`src/design/psc_pkg.sv`:
```
package psc_pkg;

  // sizing of the bin tables and the sample store
  localparam int ANGLE_BINS   = 256;
  localparam int DEPTH_BINS   = 1024;
  localparam int VALUE_WIDTH  = 32;

  localparam int ANGLE_AW     = $clog2(ANGLE_BINS);
  localparam int DEPTH_AW     = $clog2(DEPTH_BINS);
  localparam int SAMPLE_DEPTH = ANGLE_BINS * DEPTH_BINS;
  localparam int SAMPLE_AW    = $clog2(SAMPLE_DEPTH);
  localparam int ANGLE_NW     = $clog2(ANGLE_BINS + 1);
  localparam int DEPTH_NW     = $clog2(DEPTH_BINS + 1);
  localparam int SWEEP_MAX    = (ANGLE_BINS > DEPTH_BINS) ? ANGLE_BINS : DEPTH_BINS;
  localparam int SWEEP_W      = $clog2(SWEEP_MAX + 1);

  // fixed field widths of the ports
  localparam int KIND_W       = 2;
  localparam int INDEX_W      = 10;
  localparam int ROW_W        = 8;
  localparam int COL_W        = 10;
  localparam int FIELD_W      = 32;
  localparam int ABIN_W       = 8;
  localparam int DBIN_W       = 10;
  localparam int ACNT_W       = 9;
  localparam int DCNT_W       = 11;

  // register port
  localparam int PADDR_W      = 3;
  localparam int PDATA_W      = 32;
  localparam logic REG_ANGLE_CNT = 1'b0;
  localparam logic REG_DEPTH_CNT = 1'b1;
  localparam logic [ACNT_W-1:0] ANGLE_CNT_RST = ACNT_W'(256);
  localparam logic [DCNT_W-1:0] DEPTH_CNT_RST = DCNT_W'(1024);

  // item kinds as they arrive
  typedef enum logic [KIND_W-1:0] {
    KIND_ANGLE_LOAD  = 2'd0,
    KIND_DEPTH_LOAD  = 2'd1,
    KIND_SAMPLE_LOAD = 2'd2,
    KIND_QUERY       = 2'd3
  } kind_t;

  // operations after classification
  typedef enum logic [2:0] {
    OP_NOP,
    OP_ANGLE_LOAD,
    OP_DEPTH_LOAD,
    OP_SAMPLE_LOAD,
    OP_QUERY
  } op_t;

  // one queued word: val_a is start edge / sample / angle, val_b end edge / distance
  typedef struct packed {
    op_t                    op;
    logic [INDEX_W-1:0]     tix;
    logic [ROW_W-1:0]       row;
    logic [COL_W-1:0]       col;
    logic [VALUE_WIDTH-1:0] val_a;
    logic [VALUE_WIDTH-1:0] val_b;
  } item_t;

  typedef struct packed {
    logic [ACNT_W-1:0] angle_cnt;
    logic [DCNT_W-1:0] depth_cnt;
  } cfg_t;

  typedef enum logic [2:0] {
    S_IDLE,
    S_RANGE,
    S_SWEEP,
    S_SAMPLE,
    S_RESULT
  } state_t;

endpackage

```
`src/design/psc_front.sv`:
```
module psc_front (
  input  logic                               clk,
  input  logic                               rst_n,
  input  logic                               in_valid,
  output logic                               in_ready,
  input  logic [psc_pkg::KIND_W-1:0]         in_kind,
  input  logic [psc_pkg::INDEX_W-1:0]        in_table_index,
  input  logic signed [psc_pkg::FIELD_W-1:0] in_start_edge,
  input  logic signed [psc_pkg::FIELD_W-1:0] in_end_edge,
  input  logic [psc_pkg::ROW_W-1:0]          in_sample_row,
  input  logic [psc_pkg::COL_W-1:0]          in_sample_col,
  input  logic signed [psc_pkg::FIELD_W-1:0] in_sample_value,
  input  logic signed [psc_pkg::FIELD_W-1:0] in_query_distance,
  input  logic signed [psc_pkg::FIELD_W-1:0] in_query_angle,
  output psc_pkg::item_t                     head,
  output logic                               head_valid,
  input  logic                               head_pop
);

  psc_pkg::item_t item;
  psc_pkg::item_t q_mem [2];
  logic           wr_ptr_r, wr_ptr_nxt;
  logic           rd_ptr_r, rd_ptr_nxt;
  logic [1:0]     cnt_r, cnt_nxt;
  logic           push;
  logic           pop;

  // classify the incoming word, out-of-range loads become no-ops
  always_comb begin
    item.tix   = in_table_index;
    item.row   = in_sample_row;
    item.col   = in_sample_col;
    item.val_a = psc_pkg::VALUE_WIDTH'($unsigned(in_start_edge));
    item.val_b = psc_pkg::VALUE_WIDTH'($unsigned(in_end_edge));
    item.op    = psc_pkg::OP_NOP;
    case (psc_pkg::kind_t'(in_kind))
      psc_pkg::KIND_ANGLE_LOAD: begin
        if (32'(in_table_index) < psc_pkg::ANGLE_BINS) item.op = psc_pkg::OP_ANGLE_LOAD;
      end
      psc_pkg::KIND_DEPTH_LOAD: begin
        if (32'(in_table_index) < psc_pkg::DEPTH_BINS) item.op = psc_pkg::OP_DEPTH_LOAD;
      end
      psc_pkg::KIND_SAMPLE_LOAD: begin
        item.val_a = psc_pkg::VALUE_WIDTH'($unsigned(in_sample_value));
        if (32'(in_sample_row) < psc_pkg::ANGLE_BINS &&
            32'(in_sample_col) < psc_pkg::DEPTH_BINS) begin
          item.op = psc_pkg::OP_SAMPLE_LOAD;
        end
      end
      psc_pkg::KIND_QUERY: begin
        item.op    = psc_pkg::OP_QUERY;
        item.val_a = psc_pkg::VALUE_WIDTH'($unsigned(in_query_angle));
        item.val_b = psc_pkg::VALUE_WIDTH'($unsigned(in_query_distance));
      end
      default: item.op = psc_pkg::OP_NOP;
    endcase
  end

  // two-word queue towards the back end
  assign in_ready   = (cnt_r != 2'd2);
  assign head_valid = (cnt_r != 2'd0);
  assign head       = q_mem[rd_ptr_r];
  assign push       = in_valid && in_ready;
  assign pop        = head_pop && head_valid;

  always_comb begin
    wr_ptr_nxt = push ? ~wr_ptr_r : wr_ptr_r;
    rd_ptr_nxt = pop ? ~rd_ptr_r : rd_ptr_r;
    cnt_nxt    = cnt_r + {1'b0, push} - {1'b0, pop};
  end

  always_ff @(posedge clk) begin
    if (!rst_n) begin
      wr_ptr_r <= 1'b0;
      rd_ptr_r <= 1'b0;
      cnt_r    <= 2'd0;
    end else begin
      wr_ptr_r <= wr_ptr_nxt;
      rd_ptr_r <= rd_ptr_nxt;
      cnt_r    <= cnt_nxt;
    end
  end

  always_ff @(posedge clk) begin
    if (push) begin
      q_mem[wr_ptr_r] <= item;
    end
  end

endmodule

```
`config.mk`:
```
export PLATFORM = sky130hd
export DESIGN_NAME = psc_front
export DESIGN_NICKNAME = d
export VERILOG_FILES = /design/src/design/psc_pkg.sv /design/src/design/psc_front.sv
export SDC_FILE = /design/constraint.sdc
export NUM_CORES = 1
export LEC_CHECK = 0
export BUFFER_PORTS_ARGS = -buffer_cell sky130_fd_sc_hd__buf_2
export CAP_MARGIN = 20
export CELL_PAD_IN_SITES_DETAIL_PLACEMENT = 0
export CELL_PAD_IN_SITES_GLOBAL_PLACEMENT = 1
export CORE_ASPECT_RATIO = 2
export CORE_MARGIN = 2
export CORE_UTILIZATION = 41
export DETAILED_ROUTE_END_ITERATION = 8
export PLACE_DENSITY = 0.79
export SLEW_MARGIN = 20
export SYNTH_ARGS = -nofsm -noshare
export SYNTH_HDL_FRONTEND = slang
export SYNTH_SLANG_ARGS = --single-unit
```
`constraint.sdc`:
```
create_clock -name clk -period 4.7 [get_ports clk]
set_clock_uncertainty 0.05 [all_clocks]
set_input_delay 0.47 -clock clk [delete_from_list [all_inputs] [get_ports clk]]
set_output_delay 0.47 -clock clk [all_outputs]
set_load 0.05 [all_outputs]
```
* Word-level counts from Yosys, hierarchy flattened
Memories as Yosys holds them, arrays and structs flattened. A register that Yosys moved wholly into a read port is not among the register bits. Cells that the tools add are included.
Storage, ports and cells: bits in writable memories 190, input bits 194, output and inout port bits 97, register bits 4, logic and storage cells 25, memories kept 1
Operators by class: reduce and logical (&&, ||, !) cells 4, bitwise operators 2, equality and inequality tests 4, add/sub/neg operators 2, $lt $le $gt $ge 1, mux-type cells 8
Memories:
- q_mem | words 2, bits a word 95, read ports 1, clocked after Yosys merged registers in 1, wr ports 1, line psc_front.sv:21 | psc_pkg::item_t q_mem [2];
Operators with widths (count):
- one-hot mux 32 bit (2 select lines) | 1
- 2-to-1 mux 32 bit | 1
- one-hot mux 3 bit (4 select lines) | 1
- less-than comparator 10 x 9 -> 1 bit, second input constant | 1
- 2-to-1 mux 1 bit | 5
- == test 2 bit, second input constant | 2
- adder 2 x 1 -> 2 bit | 1
- == test 2 x 1 -> 1 bit, second input constant | 1
- logical AND 1 bit | 2
- logical NOT 2 bit | 1
- != test 2 bit, second input constant | 1
- inverter 1 bit | 2
- nonzero test 2 bit | 1
- subtractor 2 x 1 -> 2 bit | 1

* Logic depth before layout (Yosys ltp)
Gate-level depths: netlist (run 1).
depth in word-level cells 4, gate-level depth with buffers 7, depth with buffers taken out 6

* Least setup slack after synthesis (run 1)
No wires, ideal clock.
kind register to register, start register cnt_r[0], end memory q_mem[1][0] (netlist bit), enable pin, cell stages (with the launch flop) 3, path slack 0.928 ns, buffers on the path 0, setup time 0.465 ns, clock period less this slack 3.772 ns, arrival time 3.258 ns, data required time 4.185 ns, cell sequence dfxtp_1 nand2b_1 and3_1
Between the ends: longest elaborated chain between the ends 4
Ends and longest elaborated chain:
- start: declaration | line psc_front.sv:24 | logic [1:0] cnt_r, cnt_nxt;
- start signal: assignment | line psc_front.sv:80 | cnt_r <= cnt_nxt;
- != test 2 bit | line psc_front.sv:60 | assign in_ready = (cnt_r != 2'd2);
- net in_ready | line psc_front.sv:5 | output logic in_ready,
- logical AND 1 bit | line psc_front.sv:63 | assign push = in_valid && in_ready;
- 2-to-1 mux 1 bit | line psc_front.sv:85 | if (push) begin
- 2-to-1 mux 1 bit (implied by the code) | line psc_front.sv:86 | q_mem[wr_ptr_r] <= item;
- end: declaration | line psc_front.sv:21
The timed path passes the listed nets, and every way through them passes these cells.

==> impl_metrics.tcl, run 1 <==
set metrics [dict create \
    die_area_mm2 0.02150 \
    setup_ws_ns 1.810 \
    coreArea_mm2 0.01991 \
    crit_fanout 53 \
    cts_tree "built" \
    die_w_um 104.7 \
    grt_use_total 0.1731 \
    cts_setup_buffers 0 \
    hold_viol_final 0 \
    cts_inserted_buffers 17 \
    final_nets 965 \
    slew_headroom 0.3493 \
    swShare 0.3706 \
    worst-setup-path-type "reg2out" \
    nFillCells 1736 \
    cp.buffers_inverters 2 \
    crit_required_ns 4.18 \
    std_cell_rows 73 \
    cap_violations 0 \
    clock_sinks 195 \
    synth.yosys.seq_area_share 0.6985 \
    cp-end-kind "output pin" \
    dp_cells 1009 \
    cts_hold_buf 0 \
    dpl-instance-area_mm2 0.009996 \
    vias 5140 \
    routed_wl_um 18890 \
    io_buffer_count 290 \
    start_util 0.4174 \
    ant_nets 0 \
    drc 0 \
    pin_count 291 \
    drt_iter0_drc 188 \
    seqPwrFrac 0.411 \
    ys_ff_latch 195 \
    yosysWarnings 0 \
    root_buffer "clkbuf_16" \
    area_delta_synth_final_pct 27.64 \
    crit_family "flip-flops" \
    synthDistinctLibCells 29 \
    dr.pass1.iters 4 \
    clk_latency_ns 0.44 \
    hp-class "in2reg" \
    antenna_found_initial 1 \
    power.density_mw_per_mm2 513.7 \
    grt_max_degree 73 \
    stdcell_count 1042 \
    dp_hpwl_um 13700 \
    cts_buffer_depth 2 \
    path_clk_slew_ns 0.07 \
    clkPwrFrac 0.263 \
    syn_nets 675 \
    p_comb_frac 0.326 \
    die_h_um 205.4 \
    layout-drive-gt1-share 0.5597 \
    final_core_util 0.5328 \
    crit_path_start_kind "flop" \
    grt.overflow.total 0 \
    intPower_w 0.003430 \
    max_clock_freq_mhz 346.0 \
    wl_per_cell_um 18.13 \
    place_ws_ns 2.132 \
    cts_resized 0 \
    synth_area_mm2 0.008312 \
    path_cells "buf_12, mux2_2, buf_2" \
    cp_slowest_stage_delay_ns 0.79 \
    grt_pass1_wl_um 27860 \
    netlist_instances 476 \
    p_leak_nw 4.331 \
    place_congestion 0.8124 \
    rsz0062_at_grt "false" \
    setup_viol 0 \
    min_period_ns 2.890 \
    arrival_ns 2.37 \
    worstMarginPinSlew_ns 0.9761 \
    h-tree-depth 4 \
    design_area_mm2 0.01061 \
    final_max_slew_viol_count 0 \
    fin_crit_sh 0.6149 \
    synth_area_per_cell_um2 17.46 \
    fin_setup_tns_ns 0 \
    status "completed" \
    switchingPower_w 0.002020 \
    first_global_vias 5371 \
    via_per_inst 4.933 \
    slowest_stage "dfxtp_4" \
    ir_worst_vdd_v 0.0004111 \
]
## registers in the layout, indices dropped and copies added, names as in the netlist, named ones only
name,count
q_mem,190
rd_ptr_r,1
cnt_r,2
wr_ptr_r,1
## stage by stage
| step | hold WS [ns] | power (W) |
|---|---|---|
| after global routing | 0.1333 | 0.005654 |
| after detailed placement | 0.5341 | 0.004081 |
| after CTS | 0.1318 | 0.005519 |
| after floorplan | 0.4785 | 0.003689 |
| final | 0.1671 | 0.005450 |
| after global placement | 0.5223 | 0.004042 |
## power groups by stage
stage               registers [W]  clock network (W)  logic, W
floorplan                 0.00222                  0   0.00147
global placement          0.00227                  0   0.00178
detailed placement        0.00228                  0   0.00180
CTS                       0.00224            0.00147   0.00180
global route              0.00226            0.00153   0.00186
finish                    0.00224            0.00143   0.00178
## kinds of logic after synthesis
logic type | count (synthesis) | share of synthesized area
and+or+nand+nor | 79 | 0.03899
adders and majority gates | 5 | 0.007527
AOI/OAI and AO/OA | 39 | 0.03538
buffers and inverters | 28 | 0.02137
xor gates and xnor gates | 1 | 0.001054
muxes | 129 | 0.1972
DFF | 195 | 0.6985
## layer usage
layer / track usage / vias up / share of wire
met5: 0 / - / 0
met4: 0.09952 / 0 / 0.039
met3: 0.04023 / 42 / 0.053
met2: 0.3210 / 213 / 0.57
met1: 0.1758 / 2477 / 0.34
li1: - / 2408 / -
## layout by cell type (no fill, tap or decap)
cell type,n
buf_2,290
edfxtp_1,190
nand2_1,65
mux2_2,50
mux2_4,50
a22oi_1,32
mux2_1,28
clkbuf_16,17
clkinv_8,6
buf_4,5
ha_1,4
inv_8,4
inv_6,4
dfxtp_1,4
nor2_1,3
and2_1,3
nand2b_1,2
inv_1,2
o21ai_0,2
a21bo_2,2
diode_2,1
nor2_2,1
or2_2,1
xnor2_1,1
and3_4,1
nand3b_1,1
inv_4,1
nor2b_1,1
a211oi_1,1
nand3_1,1
a21boi_0,1
a32oi_1,1
mux2i_1,1
ha_2,1
dfxtp_4,1
clkinvlp_4,1
buf_12,1
## final timing paths
path / from / to / slack, ns / depth (start not counted)
max: flop / head[14] / 1.81 / 3
min: in_sample_col[5] / q_mem[0][69] / 0.17 / 1
max reg2reg: cnt_r[0] / q_mem[0][6] / 2.26 / 4
min reg2reg: rd_ptr_r / flop / 0.54 / 2
## cell type report
class,instances,area [um^2],share of cell area
diodes,1,2.502,0.0002359
clock buffers,17,425.4,0.04010
inverters,3,13.76,0.001297
flip-flops and latches,195,5809,0.5476
well taps,262,327.8,0.03090
repair buffers,296,1509,0.1422
multi-input cells,253,2336,0.2202
clock inverters,15,185.2,0.01745
## cells in the mapped netlist
cell	n	area [um^2]
xnor2_1	1	8.760
nor2b_1	1	6.260
o21ai_0	2	10.01
ha_1	5	62.56
dfxtp_1	5	100.1
a21boi_0	1	7.510
and2_1	3	18.77
a22oi_1	32	240.2
a32oi_1	1	8.760
nor2_2	1	6.260
nand3_1	1	5.000
inv_1	3	11.26
mux2_1	28	315.3
edfxtp_1	190	5705
mux2_2	50	563.0
nand2_1	65	244.0
buf_4	3	22.52
mux2i_1	1	10.01
nand2b_1	2	12.51
a21bo_2	2	20.02
clkbuf_1	3	11.26
mux2_4	50	750.7
buf_2	13	65.06
buf_6	6	67.56
or2_2	1	6.260
and3_1	1	6.260
a211oi_1	1	7.510
nor2_1	3	11.26
nand3b_1	1	7.510
Note: power is estimated with default switching activity, not from simulation.
==> run 2, diff against run 1 <==
--- a/config.mk
+++ b/config.mk
@@ -5,15 +5,16 @@
 export SDC_FILE = /design/constraint.sdc
 export NUM_CORES = 1
 export LEC_CHECK = 0
+export ABC_AREA = 1
 export BUFFER_PORTS_ARGS = -buffer_cell sky130_fd_sc_hd__buf_2
 export CAP_MARGIN = 20
 export CELL_PAD_IN_SITES_DETAIL_PLACEMENT = 0
 export CELL_PAD_IN_SITES_GLOBAL_PLACEMENT = 1
 export CORE_ASPECT_RATIO = 2
 export CORE_MARGIN = 2
-export CORE_UTILIZATION = 41
+export CORE_UTILIZATION = 40
 export DETAILED_ROUTE_END_ITERATION = 8
-export PLACE_DENSITY = 0.79
+export PLACE_DENSITY = 0.78
 export SLEW_MARGIN = 20
 export SYNTH_ARGS = -nofsm -noshare
 export SYNTH_HDL_FRONTEND = slang
==> constraint.sdc (replaced) <==
create_clock -name clk -period 2.8 [get_ports clk]
set_clock_uncertainty 0.05 [all_clocks]
set_input_delay 0.28 -clock clk [delete_from_list [all_inputs] [get_ports clk]]
set_output_delay 0.28 -clock clk [all_outputs]
set_load 0.05 [all_outputs]
==> run 2 against run 1 <==
Net effect: critical endpoint is now head[9]; critical path depth stayed put; worst setup slack got worse by 1.5 ns; global-route usage increased by 0.34 points.
==> impl_metrics.tcl, run 2 <==
set metrics [dict create \
    register_area_mm2 0.005809 \
    use_met1 0.1834 \
    min_period_ns 2.441 \
    path_cells "buf_12, mux2_2, buf_2" \
    std_cell_rows 74 \
    power.density_mw_per_mm2 915.1 \
    yosysMostFrequentCell "edfxtp_1" \
    yosysWarnings 0 \
    p_leak_nw 4.640 \
    cts_inserted_buffers 17 \
    area_delta_synth_final_pct 31.88 \
    routed_wl_um 19510 \
    synth.yosys.seq_area_share 0.6994 \
    dp_hpwl_um 13650 \
    start_util 0.4075 \
    synth_area_per_cell_um2 15.06 \
    ir_worst_vdd_v 0.0004967 \
    ys_ff_latch 195 \
    dp_cells 1088 \
    h-tree-depth 4 \
    max_clock_freq_mhz 409.7 \
    worst-setup-path-type "reg2out" \
    grt_busiest_layer "met2" \
    synthFlopType "edfxtp_1" \
    cp.buffers_inverters 2 \
    grt_use_met2 0.3368 \
    cp-end-kind "output pin" \
    root_buffer "clkbuf_16" \
    fin_crit_sh 0.8718 \
    layout-drive-gt1-share 0.4915 \
    netlist_instances 551 \
    design_area_mm2 0.01095 \
    synth_top_family_by_area "multiplexers" \
    place_ws_ns 0.4746 \
    cts_hold_buf 28 \
    setup_ws_ns 0.3591 \
    coreArea_mm2 0.02037 \
    die_w_um 105.9 \
    io_buffer_count 290 \
    yosys.area_share.simple 0.08321 \
    clk_latency_ns 0.42 \
    cp_slowest_stage_delay_ns 0.69 \
    synthDistinctLibCells 17 \
    largest_reg_flops 190 \
    setup_viol 0 \
    final_max_slew_viol_count 0 \
    cts_buffer_depth 2 \
    slew_headroom 0.6170 \
    rsz0062_at_grt "false" \
    fin_setup_tns_ns 0 \
    cts_setup_buffers 0 \
    vias 5428 \
    final_cell_mix "buf_2, edfxtp_1, nand2_1" \
    nFillCells 1785 \
    stdcell_count 1149 \
    crit_path_start_kind "flop" \
    synth_fa_ha_area_frac 0.007537 \
    regMostFlops "q_mem" \
    crit_required_ns 2.47 \
    cts_resized 0 \
    final_nets 1069 \
    arrival_ns 2.11 \
    dr.pass1.iters 7 \
    wl_per_cell_um 16.98 \
    synth_edf_count 190 \
    ant_nets 0 \
    via_per_inst 4.724 \
    top_regs "q_mem x190, cnt_r x2" \
    crit_fanout 41 \
    path_clk_slew_ns 0.08 \
    met3_usage 0.03516 \
    synth_area_leaders "edfxtp_1, mux2_4, nand2_1" \
    status "completed" \
    drc 0 \
    cap_violations 0 \
    worstMarginPinSlew_ns 0.5738 \
    die_h_um 207.7 \
    multi_input_area_mm2 0.002298 \
    grt.overflow.total 0 \
    synth-compound-area-share 0.02954 \
    synthMuxAreaShare 0.1528 \
    final_core_util 0.5374 \
    synthXorXnorAreaFrac 0.001055 \
    die_area_mm2 0.02199 \
    place_congestion 0.8160 \
    cts_tree "built" \
    antenna_found_initial 0 \
    hp-class "in2reg" \
    hold_viol_final 0 \
    final_common_cell "buf_2" \
    pin_count 291 \
    crit_family "flip-flops" \
    grt_max_degree 66 \
    syn_nets 750 \
    dpl-instance-area_mm2 0.01005 \
    antennaDiodeCount 0 \
    async_flop_share 0 \
    grt_pass1_wl_um 29210 \
    clock_sinks 195 \
    synth_largest_area_cell "edfxtp_1" \
    drt_iter0_drc 199 \
    grt_use_total 0.1765 \
    first_global_vias 5563 \
    synth_top_area_frac 0.6874 \
    ys_top_cells_by_count "edfxtp_1, nand2_1, mux2_4" \
    synth_area_mm2 0.008300 \
    slowest_stage "dfxtp_4" \
]
run 2: cell types whose count changed in the layout (fill, tap and decap cells not counted), sizes merged, moves of 5 or more:
cell	delta
nand2	+106
clkinv	-5
mux2	-32
dlygate4sd3	+28
nor2	+7
run 2: layout make-up:
type                    instances  share of cell area
well taps                     266             0.03040
flip-flops and latches        195              0.5307
repair buffers                328              0.1714
multi-input cells             318              0.2100
clock inverters                13             0.01360
inverters                      10            0.003429
clock buffers                  19             0.04046
run 2: cell families after synthesis:
kind of cell               Yosys count
and+or+nand+nor                    183
muxes                               96
DFF                                195
AOI/OAI and AO/OA                   33
adders and majority gates            5
xor gates and xnor gates             1
buffers and inverters               38
run 2: power breakdown:
group | internal (W) | switching [W] | leakage, nW
clock network | 0.00136 | 0.00106 | 0.275
logic | 0.00114 | 0.00255 | 2.54
registers | 0.00375 | 0.000168 | 1.83
run 2: worst paths after layout:
path / startpoint / to / slack (ns) / cells after the start
setup reg to reg: cnt_r[1] / cnt_r[1] / 1.18 / 10
hold / removal: rst_n / cnt_r[0] / 0.04 / 3
hold reg to reg: rd_ptr_r / rd_ptr_r / 0.46 / 2
setup / recovery: flop / head[9] / 0.36 / 3
run 2: stage by stage:
step,hold WS (ns),total power (W)
2_1_floorplan,0.3235,0.006833
3_3_place_gp,0.4182,0.007642
3_5_place_dp,0.4217,0.007682
4_1_cts,0.02340,0.01014
5_1_grt,0.04819,0.01041
6_report,0.03970,0.01002
run 2: worst reg2reg max path, cell delays in order (launching register included):
cell	delay (ns)
dfxtp_1	0.40
nor2_1	0.09
nor2_1	0.30
xnor2_1	0.12
ha_1	0.20
inv_1	0.05
nand2_1	0.04
nand2_1	0.08
nand3_1	0.08
nand2_1	0.08
nor2_1	0.03
run 2: routing by layer:
metal,share of wire,vias up,wire length [um]
li1,-,2635,-
met1,0.36,2585,7042
met2,0.57,184,11090
met3,0.048,24,933
met4,0.022,0,438
met5,0,-,0
